## src/hdl/bdws_pkg.sv

```systemverilog
package bdws_pkg;

    localparam int DATA_W       = 32;
    localparam int KIND_W       = 3;
    localparam int OCC_W        = 7;
    localparam int CAPACITY_DEF = 64;

    typedef enum logic [KIND_W-1:0] {
        KIND_PUSH_FRONT = 3'd0,
        KIND_PUSH_BACK  = 3'd1,
        KIND_POP_FRONT  = 3'd2,
        KIND_POP_BACK   = 3'd3,
        KIND_DELETE     = 3'd4,
        KIND_SEARCH     = 3'd5
    } kind_t;

    typedef enum logic [1:0] {
        STS_OK    = 2'd0,
        STS_EMPTY = 2'd1,
        STS_FULL  = 2'd2
    } status_t;

    typedef enum logic [2:0] {
        ST_IDLE,
        ST_EXEC,
        ST_SCAN,
        ST_SHIFT,
        ST_FIN
    } state_t;

    typedef struct packed {
        logic [DATA_W-1:0] popped;
        logic              found;
        status_t           status;
        logic [OCC_W-1:0]  occupancy;
    } res_t;

endpackage

```

## src/hdl/bdws_ram.sv

```systemverilog
module bdws_ram #(
    parameter int DEPTH  = bdws_pkg::CAPACITY_DEF,
    parameter int ADDR_W = $clog2(bdws_pkg::CAPACITY_DEF),
    parameter int DATA_W = bdws_pkg::DATA_W
) (
    input  logic              clk,
    input  logic              we,
    input  logic [ADDR_W-1:0] waddr,
    input  logic [DATA_W-1:0] wdata,
    input  logic              re,
    input  logic [ADDR_W-1:0] raddr,
    output logic [DATA_W-1:0] rdata
);

    logic [DATA_W-1:0] mem [DEPTH];
    logic [DATA_W-1:0] rdata_reg;

    always_ff @(posedge clk)
    begin
        if (we)
        begin
            mem[waddr] <= wdata;
        end
    end

    always_ff @(posedge clk)
    begin
        if (re)
        begin
            rdata_reg <= mem[raddr];
        end
    end

    assign rdata = rdata_reg;

endmodule

```

## src/hdl/bdws_ctrl.sv

```systemverilog
module bdws_ctrl #(
    parameter int CAPACITY = bdws_pkg::CAPACITY_DEF,
    localparam int IDX_W = $clog2(CAPACITY),
    localparam int CNT_W = $clog2(CAPACITY + 1)
) (
    input  logic                          clk,
    input  logic                          rst_n,
    input  logic                          req_valid,
    output logic                          req_stall,
    input  logic [bdws_pkg::KIND_W-1:0]   kind,
    input  logic [bdws_pkg::DATA_W-1:0]   item_value,
    output logic                          ram_we,
    output logic [IDX_W-1:0]              ram_waddr,
    output logic [bdws_pkg::DATA_W-1:0]   ram_wdata,
    output logic                          ram_re,
    output logic [IDX_W-1:0]              ram_raddr,
    input  logic [bdws_pkg::DATA_W-1:0]   ram_rdata,
    input  logic                          out_free,
    output logic                          res_load,
    output bdws_pkg::res_t                res
);

    localparam logic [CNT_W-1:0] CAP_C = CNT_W'(CAPACITY);
    localparam logic [CNT_W:0]   CAP_S = (CNT_W + 1)'(CAPACITY);

    bdws_pkg::state_t  state_reg, state_next;
    logic [IDX_W-1:0]  front_reg, front_next;
    logic [CNT_W-1:0]  count_reg, count_next;
    logic [bdws_pkg::KIND_W-1:0] kind_reg, kind_next;
    logic [bdws_pkg::DATA_W-1:0] word_reg, word_next;
    logic [CNT_W-1:0]  off_reg, off_next;
    logic              pend_reg, pend_next;
    logic [IDX_W-1:0]  rd_addr_reg, rd_addr_next;
    logic [IDX_W-1:0]  wr_addr_reg, wr_addr_next;
    logic              fnd_reg, fnd_next;
    bdws_pkg::status_t sts_reg, sts_next;
    logic              popok_reg, popok_next;

    logic [CNT_W-1:0]  slot_off;
    logic [CNT_W:0]    slot_sum;
    logic [IDX_W-1:0]  slot_addr;
    logic              full;
    logic              empty;
    logic              more;
    logic              match;

    // shared ring address unit: (front + offset) mod CAPACITY
    assign slot_sum  = {{(CNT_W + 1 - IDX_W){1'b0}}, front_reg} + {1'b0, slot_off};
    assign slot_addr = (slot_sum >= CAP_S) ? IDX_W'(slot_sum - CAP_S) : IDX_W'(slot_sum);

    assign full  = (count_reg >= CAP_C);
    assign empty = (count_reg == '0);
    assign more  = (off_reg < count_reg);
    assign match = pend_reg && (ram_rdata == word_reg);

    assign req_stall = (state_reg != bdws_pkg::ST_IDLE);

    always_comb
    begin
        slot_off = '0;
        case (state_reg)
            bdws_pkg::ST_EXEC:
            begin
                case (kind_reg)
                    bdws_pkg::KIND_PUSH_FRONT: slot_off = CAP_C - CNT_W'(1);
                    bdws_pkg::KIND_PUSH_BACK:  slot_off = count_reg;
                    bdws_pkg::KIND_POP_FRONT:  slot_off = CNT_W'(1);
                    bdws_pkg::KIND_POP_BACK:   slot_off = count_reg - CNT_W'(1);
                    default:                   slot_off = '0;
                endcase
            end
            bdws_pkg::ST_SCAN, bdws_pkg::ST_SHIFT: slot_off = off_reg;
            default: slot_off = '0;
        endcase
    end

    always_comb
    begin
        state_next = state_reg;
        case (state_reg)
            bdws_pkg::ST_IDLE:
            begin
                if (req_valid)
                begin
                    state_next = bdws_pkg::ST_EXEC;
                end
            end
            bdws_pkg::ST_EXEC:
            begin
                case (kind_reg)
                    bdws_pkg::KIND_DELETE:
                        state_next = empty ? bdws_pkg::ST_FIN : bdws_pkg::ST_SCAN;
                    bdws_pkg::KIND_SEARCH:
                        state_next = bdws_pkg::ST_SCAN;
                    default:
                        state_next = bdws_pkg::ST_FIN;
                endcase
            end
            bdws_pkg::ST_SCAN:
            begin
                if (match)
                begin
                    state_next = (kind_reg == bdws_pkg::KIND_DELETE) ?
                                 bdws_pkg::ST_SHIFT : bdws_pkg::ST_FIN;
                end
                else if (!more)
                begin
                    state_next = bdws_pkg::ST_FIN;
                end
            end
            bdws_pkg::ST_SHIFT:
            begin
                if (!more)
                begin
                    state_next = bdws_pkg::ST_FIN;
                end
            end
            bdws_pkg::ST_FIN:
            begin
                if (out_free)
                begin
                    state_next = bdws_pkg::ST_IDLE;
                end
            end
            default: state_next = bdws_pkg::ST_IDLE;
        endcase
    end

    always_comb
    begin
        front_next   = front_reg;
        count_next   = count_reg;
        kind_next    = kind_reg;
        word_next    = word_reg;
        off_next     = off_reg;
        pend_next    = pend_reg;
        rd_addr_next = rd_addr_reg;
        wr_addr_next = wr_addr_reg;
        fnd_next     = fnd_reg;
        sts_next     = sts_reg;
        popok_next   = popok_reg;
        ram_we       = 1'b0;
        ram_waddr    = slot_addr;
        ram_wdata    = word_reg;
        ram_re       = 1'b0;
        ram_raddr    = slot_addr;
        res_load     = 1'b0;

        case (state_reg)
            bdws_pkg::ST_IDLE:
            begin
                if (req_valid)
                begin
                    kind_next  = kind;
                    word_next  = item_value;
                    fnd_next   = 1'b0;
                    sts_next   = bdws_pkg::STS_OK;
                    popok_next = 1'b0;
                    off_next   = '0;
                    pend_next  = 1'b0;
                end
            end
            bdws_pkg::ST_EXEC:
            begin
                case (kind_reg)
                    bdws_pkg::KIND_PUSH_FRONT, bdws_pkg::KIND_PUSH_BACK:
                    begin
                        if (full)
                        begin
                            sts_next = bdws_pkg::STS_FULL;
                        end
                        else
                        begin
                            ram_we     = 1'b1;
                            count_next = count_reg + CNT_W'(1);
                            if (kind_reg == bdws_pkg::KIND_PUSH_FRONT)
                            begin
                                front_next = slot_addr;
                            end
                        end
                    end
                    bdws_pkg::KIND_POP_FRONT, bdws_pkg::KIND_POP_BACK:
                    begin
                        if (empty)
                        begin
                            sts_next = bdws_pkg::STS_EMPTY;
                        end
                        else
                        begin
                            ram_re     = 1'b1;
                            popok_next = 1'b1;
                            count_next = count_reg - CNT_W'(1);
                            if (kind_reg == bdws_pkg::KIND_POP_FRONT)
                            begin
                                ram_raddr  = front_reg;
                                front_next = slot_addr;
                            end
                        end
                    end
                    bdws_pkg::KIND_DELETE:
                    begin
                        if (empty)
                        begin
                            sts_next = bdws_pkg::STS_EMPTY;
                        end
                    end
                    default:
                    begin
                    end
                endcase
            end
            bdws_pkg::ST_SCAN:
            begin
                // read of offset k overlaps the compare of offset k-1
                if (match)
                begin
                    fnd_next  = 1'b1;
                    pend_next = 1'b0;
                end
                else if (more)
                begin
                    ram_re       = 1'b1;
                    rd_addr_next = slot_addr;
                    pend_next    = 1'b1;
                    off_next     = off_reg + CNT_W'(1);
                end
            end
            bdws_pkg::ST_SHIFT:
            begin
                // move entry j+1 down to j; the write comes in the cycle after its read
                if (pend_reg)
                begin
                    ram_we    = 1'b1;
                    ram_waddr = wr_addr_reg;
                    ram_wdata = ram_rdata;
                end
                if (more)
                begin
                    ram_re       = 1'b1;
                    wr_addr_next = rd_addr_reg;
                    rd_addr_next = slot_addr;
                    pend_next    = 1'b1;
                    off_next     = off_reg + CNT_W'(1);
                end
                else
                begin
                    pend_next  = 1'b0;
                    count_next = count_reg - CNT_W'(1);
                end
            end
            bdws_pkg::ST_FIN:
            begin
                res_load = out_free;
            end
            default:
            begin
            end
        endcase
    end

    always_comb
    begin
        res.popped    = popok_reg ? ram_rdata : '0;
        res.found     = fnd_reg;
        res.status    = sts_reg;
        res.occupancy = bdws_pkg::OCC_W'(count_reg);
    end

    always_ff @(posedge clk or negedge rst_n)
    begin
        if (!rst_n)
        begin
            state_reg <= bdws_pkg::ST_IDLE;
            front_reg <= '0;
            count_reg <= '0;
            pend_reg  <= 1'b0;
        end
        else
        begin
            state_reg <= state_next;
            front_reg <= front_next;
            count_reg <= count_next;
            pend_reg  <= pend_next;
        end
    end

    always_ff @(posedge clk)
    begin
        kind_reg    <= kind_next;
        word_reg    <= word_next;
        off_reg     <= off_next;
        rd_addr_reg <= rd_addr_next;
        wr_addr_reg <= wr_addr_next;
        fnd_reg     <= fnd_next;
        sts_reg     <= sts_next;
        popok_reg   <= popok_next;
    end

`ifndef SYNTH
    a_count_bound: assert property (@(posedge clk) disable iff (!rst_n)
        count_reg <= CAP_C)
        else $error("occupancy above capacity");

    a_rw_distinct: assert property (@(posedge clk) disable iff (!rst_n)
        !(ram_we && ram_re && (ram_waddr == ram_raddr)))
        else $error("read and write to the same slot");

    a_full_push: assert property (@(posedge clk) disable iff (!rst_n)
        (state_reg == bdws_pkg::ST_EXEC && count_reg == CAP_C &&
         (kind_reg == bdws_pkg::KIND_PUSH_FRONT || kind_reg == bdws_pkg::KIND_PUSH_BACK))
        |=> (count_reg == $past(count_reg) && front_reg == $past(front_reg) &&
             sts_reg == bdws_pkg::STS_FULL))
        else $error("push on full queue changed state");

    a_delete_dec: assert property (@(posedge clk) disable iff (!rst_n)
        (state_reg == bdws_pkg::ST_SHIFT && !more)
        |=> (count_reg == $past(count_reg) - CNT_W'(1) && state_reg == bdws_pkg::ST_FIN))
        else $error("delete did not remove one entry");

    a_load_idle: assert property (@(posedge clk) disable iff (!rst_n)
        res_load |=> (state_reg == bdws_pkg::ST_IDLE))
        else $error("result loaded without returning to idle");
`endif

endmodule

```

## src/hdl/bounded_deque_with_search.sv

```systemverilog
// Bounded double-ended queue of CAPACITY signed 32-bit words in a ring buffer,
// with push/pop at both ends, delete of the first match (counted from the
// front) and search. One request is worked at a time; every request returns
// one transfer with the popped word, found flag, status and occupancy.
// Pushes, pops, a delete on an empty queue and unused kind codes pass from
// the execute state straight to the finish state. A search compares entries
// from the front until one matches or none is left; a delete on a non-empty
// queue does the same and, when it finds a match, shifts every later entry
// down by one slot. The single read port of the entry RAM lets one entry be
// compared or moved per cycle through a shared ring-address adder. A finished
// result sits in an output register, so the next request is taken while it
// waits. Entries are not cleared at reset; only stored entries are ever read.
module bounded_deque_with_search #(
    parameter int CAPACITY = bdws_pkg::CAPACITY_DEF
) (
    input  logic                              clk,
    input  logic                              rst_n,
    input  logic                              req_valid,
    output logic                              req_stall,
    input  logic [bdws_pkg::KIND_W-1:0]       kind,
    input  logic signed [bdws_pkg::DATA_W-1:0] item_value,
    output logic                              rsp_valid,
    input  logic                              rsp_stall,
    output logic signed [bdws_pkg::DATA_W-1:0] popped_value,
    output logic                              found,
    output logic [1:0]                        status,
    output logic [bdws_pkg::OCC_W-1:0]        occupancy
);

    localparam int IDX_W = $clog2(CAPACITY);

    logic                        ram_we;
    logic [IDX_W-1:0]            ram_waddr;
    logic [bdws_pkg::DATA_W-1:0] ram_wdata;
    logic                        ram_re;
    logic [IDX_W-1:0]            ram_raddr;
    logic [bdws_pkg::DATA_W-1:0] ram_rdata;
    logic                        out_free;
    logic                        res_load;
    bdws_pkg::res_t              res;
    bdws_pkg::res_t              res_reg;
    logic                        rsp_valid_reg, rsp_valid_next;

    bdws_ctrl #(
        .CAPACITY (CAPACITY)
    ) u_ctrl (
        .clk        (clk),
        .rst_n      (rst_n),
        .req_valid  (req_valid),
        .req_stall  (req_stall),
        .kind       (kind),
        .item_value ($unsigned(item_value)),
        .ram_we     (ram_we),
        .ram_waddr  (ram_waddr),
        .ram_wdata  (ram_wdata),
        .ram_re     (ram_re),
        .ram_raddr  (ram_raddr),
        .ram_rdata  (ram_rdata),
        .out_free   (out_free),
        .res_load   (res_load),
        .res        (res)
    );

    bdws_ram #(
        .DEPTH  (CAPACITY),
        .ADDR_W (IDX_W),
        .DATA_W (bdws_pkg::DATA_W)
    ) u_ram (
        .clk   (clk),
        .we    (ram_we),
        .waddr (ram_waddr),
        .wdata (ram_wdata),
        .re    (ram_re),
        .raddr (ram_raddr),
        .rdata (ram_rdata)
    );

    assign out_free = !rsp_valid_reg || !rsp_stall;

    always_comb
    begin
        rsp_valid_next = rsp_valid_reg;
        if (res_load)
        begin
            rsp_valid_next = 1'b1;
        end
        else if (rsp_valid_reg && !rsp_stall)
        begin
            rsp_valid_next = 1'b0;
        end
    end

    always_ff @(posedge clk or negedge rst_n)
    begin
        if (!rst_n)
        begin
            rsp_valid_reg <= 1'b0;
        end
        else
        begin
            rsp_valid_reg <= rsp_valid_next;
        end
    end

    always_ff @(posedge clk)
    begin
        if (res_load)
        begin
            res_reg <= res;
        end
    end

    assign rsp_valid    = rsp_valid_reg;
    assign popped_value = $signed(res_reg.popped);
    assign found        = res_reg.found;
    assign status       = res_reg.status;
    assign occupancy    = res_reg.occupancy;

endmodule
```

## config.mk

```make
export PLATFORM = sky130hd
export DESIGN_NAME = bounded_deque_with_search
export DESIGN_NICKNAME = d
export VERILOG_FILES = /design/src/hdl/bdws_pkg.sv /design/src/hdl/bdws_ram.sv /design/src/hdl/bdws_ctrl.sv /design/src/hdl/bounded_deque_with_search.sv
export SDC_FILE = /design/constraint.sdc
export NUM_CORES = 2
export LEC_CHECK = 0
export ABC_CLOCK_PERIOD_IN_PS = 5500
export BUFFER_PORTS_ARGS = -buffer_cell sky130_fd_sc_hd__buf_4
export CORE_MARGIN = 1
export CORE_UTILIZATION = 55
export CTS_CLUSTER_DIAMETER = 100
export DETAILED_ROUTE_END_ITERATION = 8
export PLACE_DENSITY = 0.74
export SETUP_SLACK_MARGIN = 0.4
export SYNTH_ARGS = -nofsm -noshare
export SYNTH_HDL_FRONTEND = slang
export SYNTH_HIERARCHICAL = 1
export SYNTH_SLANG_ARGS = --single-unit
```

## constraint.sdc

```tcl
create_clock -name clk -period 5.5 [get_ports clk]
set_clock_uncertainty 0.1 [all_clocks]
set_input_delay 0.55 -clock clk [delete_from_list [all_inputs] [get_ports clk]]
set_output_delay 0.55 -clock clk [all_outputs]
set_load 0.01 [all_outputs]
```

==> impl_results.md <==
* Status: finished clean
* CP endpoint kind: flop
* F_max at 198.3 MHz
* R2R Path End: u_ram/rdata[13]
* Main combinational cell family by area after synthesis: multiplexers
* Crit path DAT at 5.63 ns
* Post-synthesis mux area share at 16.21%
* Synth Area in Simple Gates at 2.069%
* Fin. Hold Viols at 0
* Mapped Nets at 3848
* R2R Path Start: u_ctrl/state_reg[1]
* Slew HR at 13.20%
* Grt total ovfl at 0
* Commonest cells after routing, fill and taps aside: edfxtp_1, mux4_2, buf_4, clkbuf_16, mux2i_1
* Post-route minimum period at 5.042 ns
* Switching part of the total at 34.62%
* Most flops, register: u_ram/mem
* Initial Utilization at 55.62%
* Die width at 394.9 µm
* Mapped Avg Cell Area at 22.38 µm²
* Syn-to-layout area delta at 14.93%
* Post-synthesis cell type count at 68
* Clock power share at 24.6%
* Vias/cell at 6.671
* Post-route cell area at 97550 µm²
* Vias at 42440
* Chip height at 394.9 µm
* # clock sinks at 2198
* # setup viols final at 0
* R2R setup slack at 0.46 ns
* GRT Util Overall at 28.84%
* Share of cells above drive strength 1 at 30.40%
* Total of max-cap violations at 0
* Power per cell area at 580.5 nW/µm²
* Dpl cell area at 90290 µm²
* Hold Slack at 0.04552 ns
* Post-DP HPWL at 125000 µm
* Post-detailed-route DRC marker count at 0
* Register area at 65920 µm²
* Predominant post-synthesis flop cell: edfxtp_1
* # port buffers at 82
* Fillcell total at 9597
* GRT busiest layer: met2
* P_leak at 0.03021 µW
* Worst Reg-to-Reg Cells at 17
* NetSw at 19610 µW
* Final worst path period share at 91.67%
* HP Class: in -> async
* RSZ-0062 raised after global routing: true
* CTS buffer count at 203
* Setup TNS Final at 0 ns
* CP max FO at 17
* CORE AREA at 152600 µm²
* Number of global-route vias before repair at 42677
* Clock-pin slew on the worst setup and hold paths at 0.06 ns
* GR Layer Usage met3 at 6.185%
* Initial antenna violation count at 7
* Commonest non-fill, non-tap cell in the layout: edfxtp_1
* Post-Route WL at 222700 µm
* IO Count at 83
* Worst vdd ir at 0.4533 mV
* Largest register FFs at 2048
* Kind of start point of the critical path: flop
* Adder-cell area share of the yosys netlist at 0.2447%
* Post-synthesis compound-gate area fraction at 2.062%
* Power Internal at 37030 µW
* Multi-input logic area at 18670 µm²
* Mapped Cells at 3793
* Final Net Count at 4217
* Largest net degree at the start of global routing at 65
* H-tree depth at 4
* Power share of the sequential group at 36.6%
* Met1 usage at 38.68%
* Row count at 143
* Mapped cell area at 84890 µm²
* EDFF count, synth at 2180
* Share of flip-flops with an asynchronous set or reset at 0.8189%
* Post-DRT Antenna Nets at 0
* Drt wl/cell at 35.00 µm
* Sequential share of the synthesized area at 77.65%
* Clock root buffer: clkbuf_16
* Clk Latency, worst-skew pair at 0.85 ns
* Synth warn at 6
* Final number of max-transition violations at 0
* Pre-antenna DRT Iters at 7
* Slew @ Worst Pin at 1.302 ns
* Crit path required time at 6.09 ns
* M2 GR Usage at 46.32%
* Initial DRC count at 5804
* Synth Area in XOR/XNOR at 0.5247%
* CTS tree: built
* Final GP Congestion at 0.8876
* Yosys reg bits at 2198
* Global-route wire length before repair at 314000 µm
* Die area at 155900 µm²
* CP Class: reg -> reg
* Logic pwr share at 38.8%
* Clock Path Buffers at 3
[critical path: stages, from the launching register on]
cell and delay [ns]:
dfrtp_2 0.48, or3b_4 0.47, or2_2 0.33, o32ai_2 0.37, ha_1 0.35, nand2_1 0.08, o211ai_1 0.09, a21oi_1 0.21
xnor2_1 0.19, xnor2_2 0.15, mux2_4 0.40, buf_4 0.20, nand2_1 0.09, buf_4 0.26, o221ai_1 0.15, a21oi_1 0.58
a21oi_2 0.20, nor2_1 0.17
[through the flow]
stage                     setup slack, ns  power [µW]  util [%]  instances
after floorplan                    0.1675       33650         -       3793
after global placement            -0.6110       41830     59.16       5935
after detailed placement          -0.7286       42070     59.16       5935
after CTS                          0.1622       56300     63.79       6350
after global routing               0.3936       58120     63.92       6359
final                              0.4581       56630     63.92       6362
[kinds of logic (layout without fill, tap and decap cells)]
family | count (synthesis) | count (layout)
simple gates | 358 | 358
xor+xnor | 50 | 50
compound gates | 262 | 262
mux | 687 | 689
flops | 2198 | 2198
buf+inv | 222 | 756
other cells | 0 | 3
fa+ha+maj | 16 | 16
[layer usage]
layer  up-vias  wire [µm]
li1      16760          -
met1     22307      78120
met2      2897     109500
met3       476      25510
met4         0       9614
met5         -          0
[worst max path at each step]
stage / from / to / cells past startpoint
after floorplan: u_ctrl/state_reg[1] / u_ram/mem[16][0] / 15
after global placement: u_ctrl/state_reg[1] / u_ram/rdata[20] / 13
after detailed placement: u_ctrl/state_reg[1] / u_ram/rdata[20] / 13
after CTS: u_ctrl/state_reg[1] / u_ram/rdata[20] / 13
after global routing: u_ctrl/state_reg[1] / u_ram/rdata[20] / 16
final: u_ctrl/state_reg[1] / u_ram/rdata[13] / 17
[power groups by stage]
stage               Combinational, µW  Sequential, µW  Clock (µW)
global route                    22700           20700       14700
finish                          22000           20700       13900
CTS                             21600           20700       14100
detailed placement              21000           21000           0
floorplan                       13000           20700           0
global placement                20800           21000           0
[synth_stat cells, types with 9 or more instances]
master    instances  area share, %
a21oi_1          75           0.44
a22oi_1          13           0.11
and2_1           35           0.26
buf_1            24           0.11
buf_2            68           0.40
buf_4            22           0.19
clkbuf_1         78           0.34
dfrtp_1          18           0.53
edfxtp_1       2180             77
ha_1             15           0.22
inv_1            22          0.097
mux2_2           43           0.57
mux2i_1          96            1.1
mux4_2          544             14
nand2_1          50           0.22
nand2b_1         11          0.081
nand3_1          16          0.094
nor2_1          155           0.69
nor2b_1          20           0.15
nor3_1           17           0.10
nor4_1            9          0.066
o21ai_0          12          0.071
o221ai_1         28           0.29
o22ai_1          86           0.63
xnor2_1          12           0.12
xor2_1           37           0.38
[repair_timing]
item / in CTS / in global routing
endpoints found under the setup margin: 28 / 24
setup buffers: 4 / 8
resized for setup: 22 / 21
gates cloned: 1 / 1
endpoints found under the hold margin: 55 / 0
hold buffers: 38 / 0
pin swaps: 0 / 2
[cell type report]
class,instances,area share (%)
flip-flops and latches,2198,67.57
multi-input cells,1375,19.14
clock buffers,251,5.489
repair buffers,362,3.882
well taps,2030,2.604
clock inverters,121,1.225
inverters,22,0.08465
diodes,3,0.007695
Power figures use the tool's default switching activity.
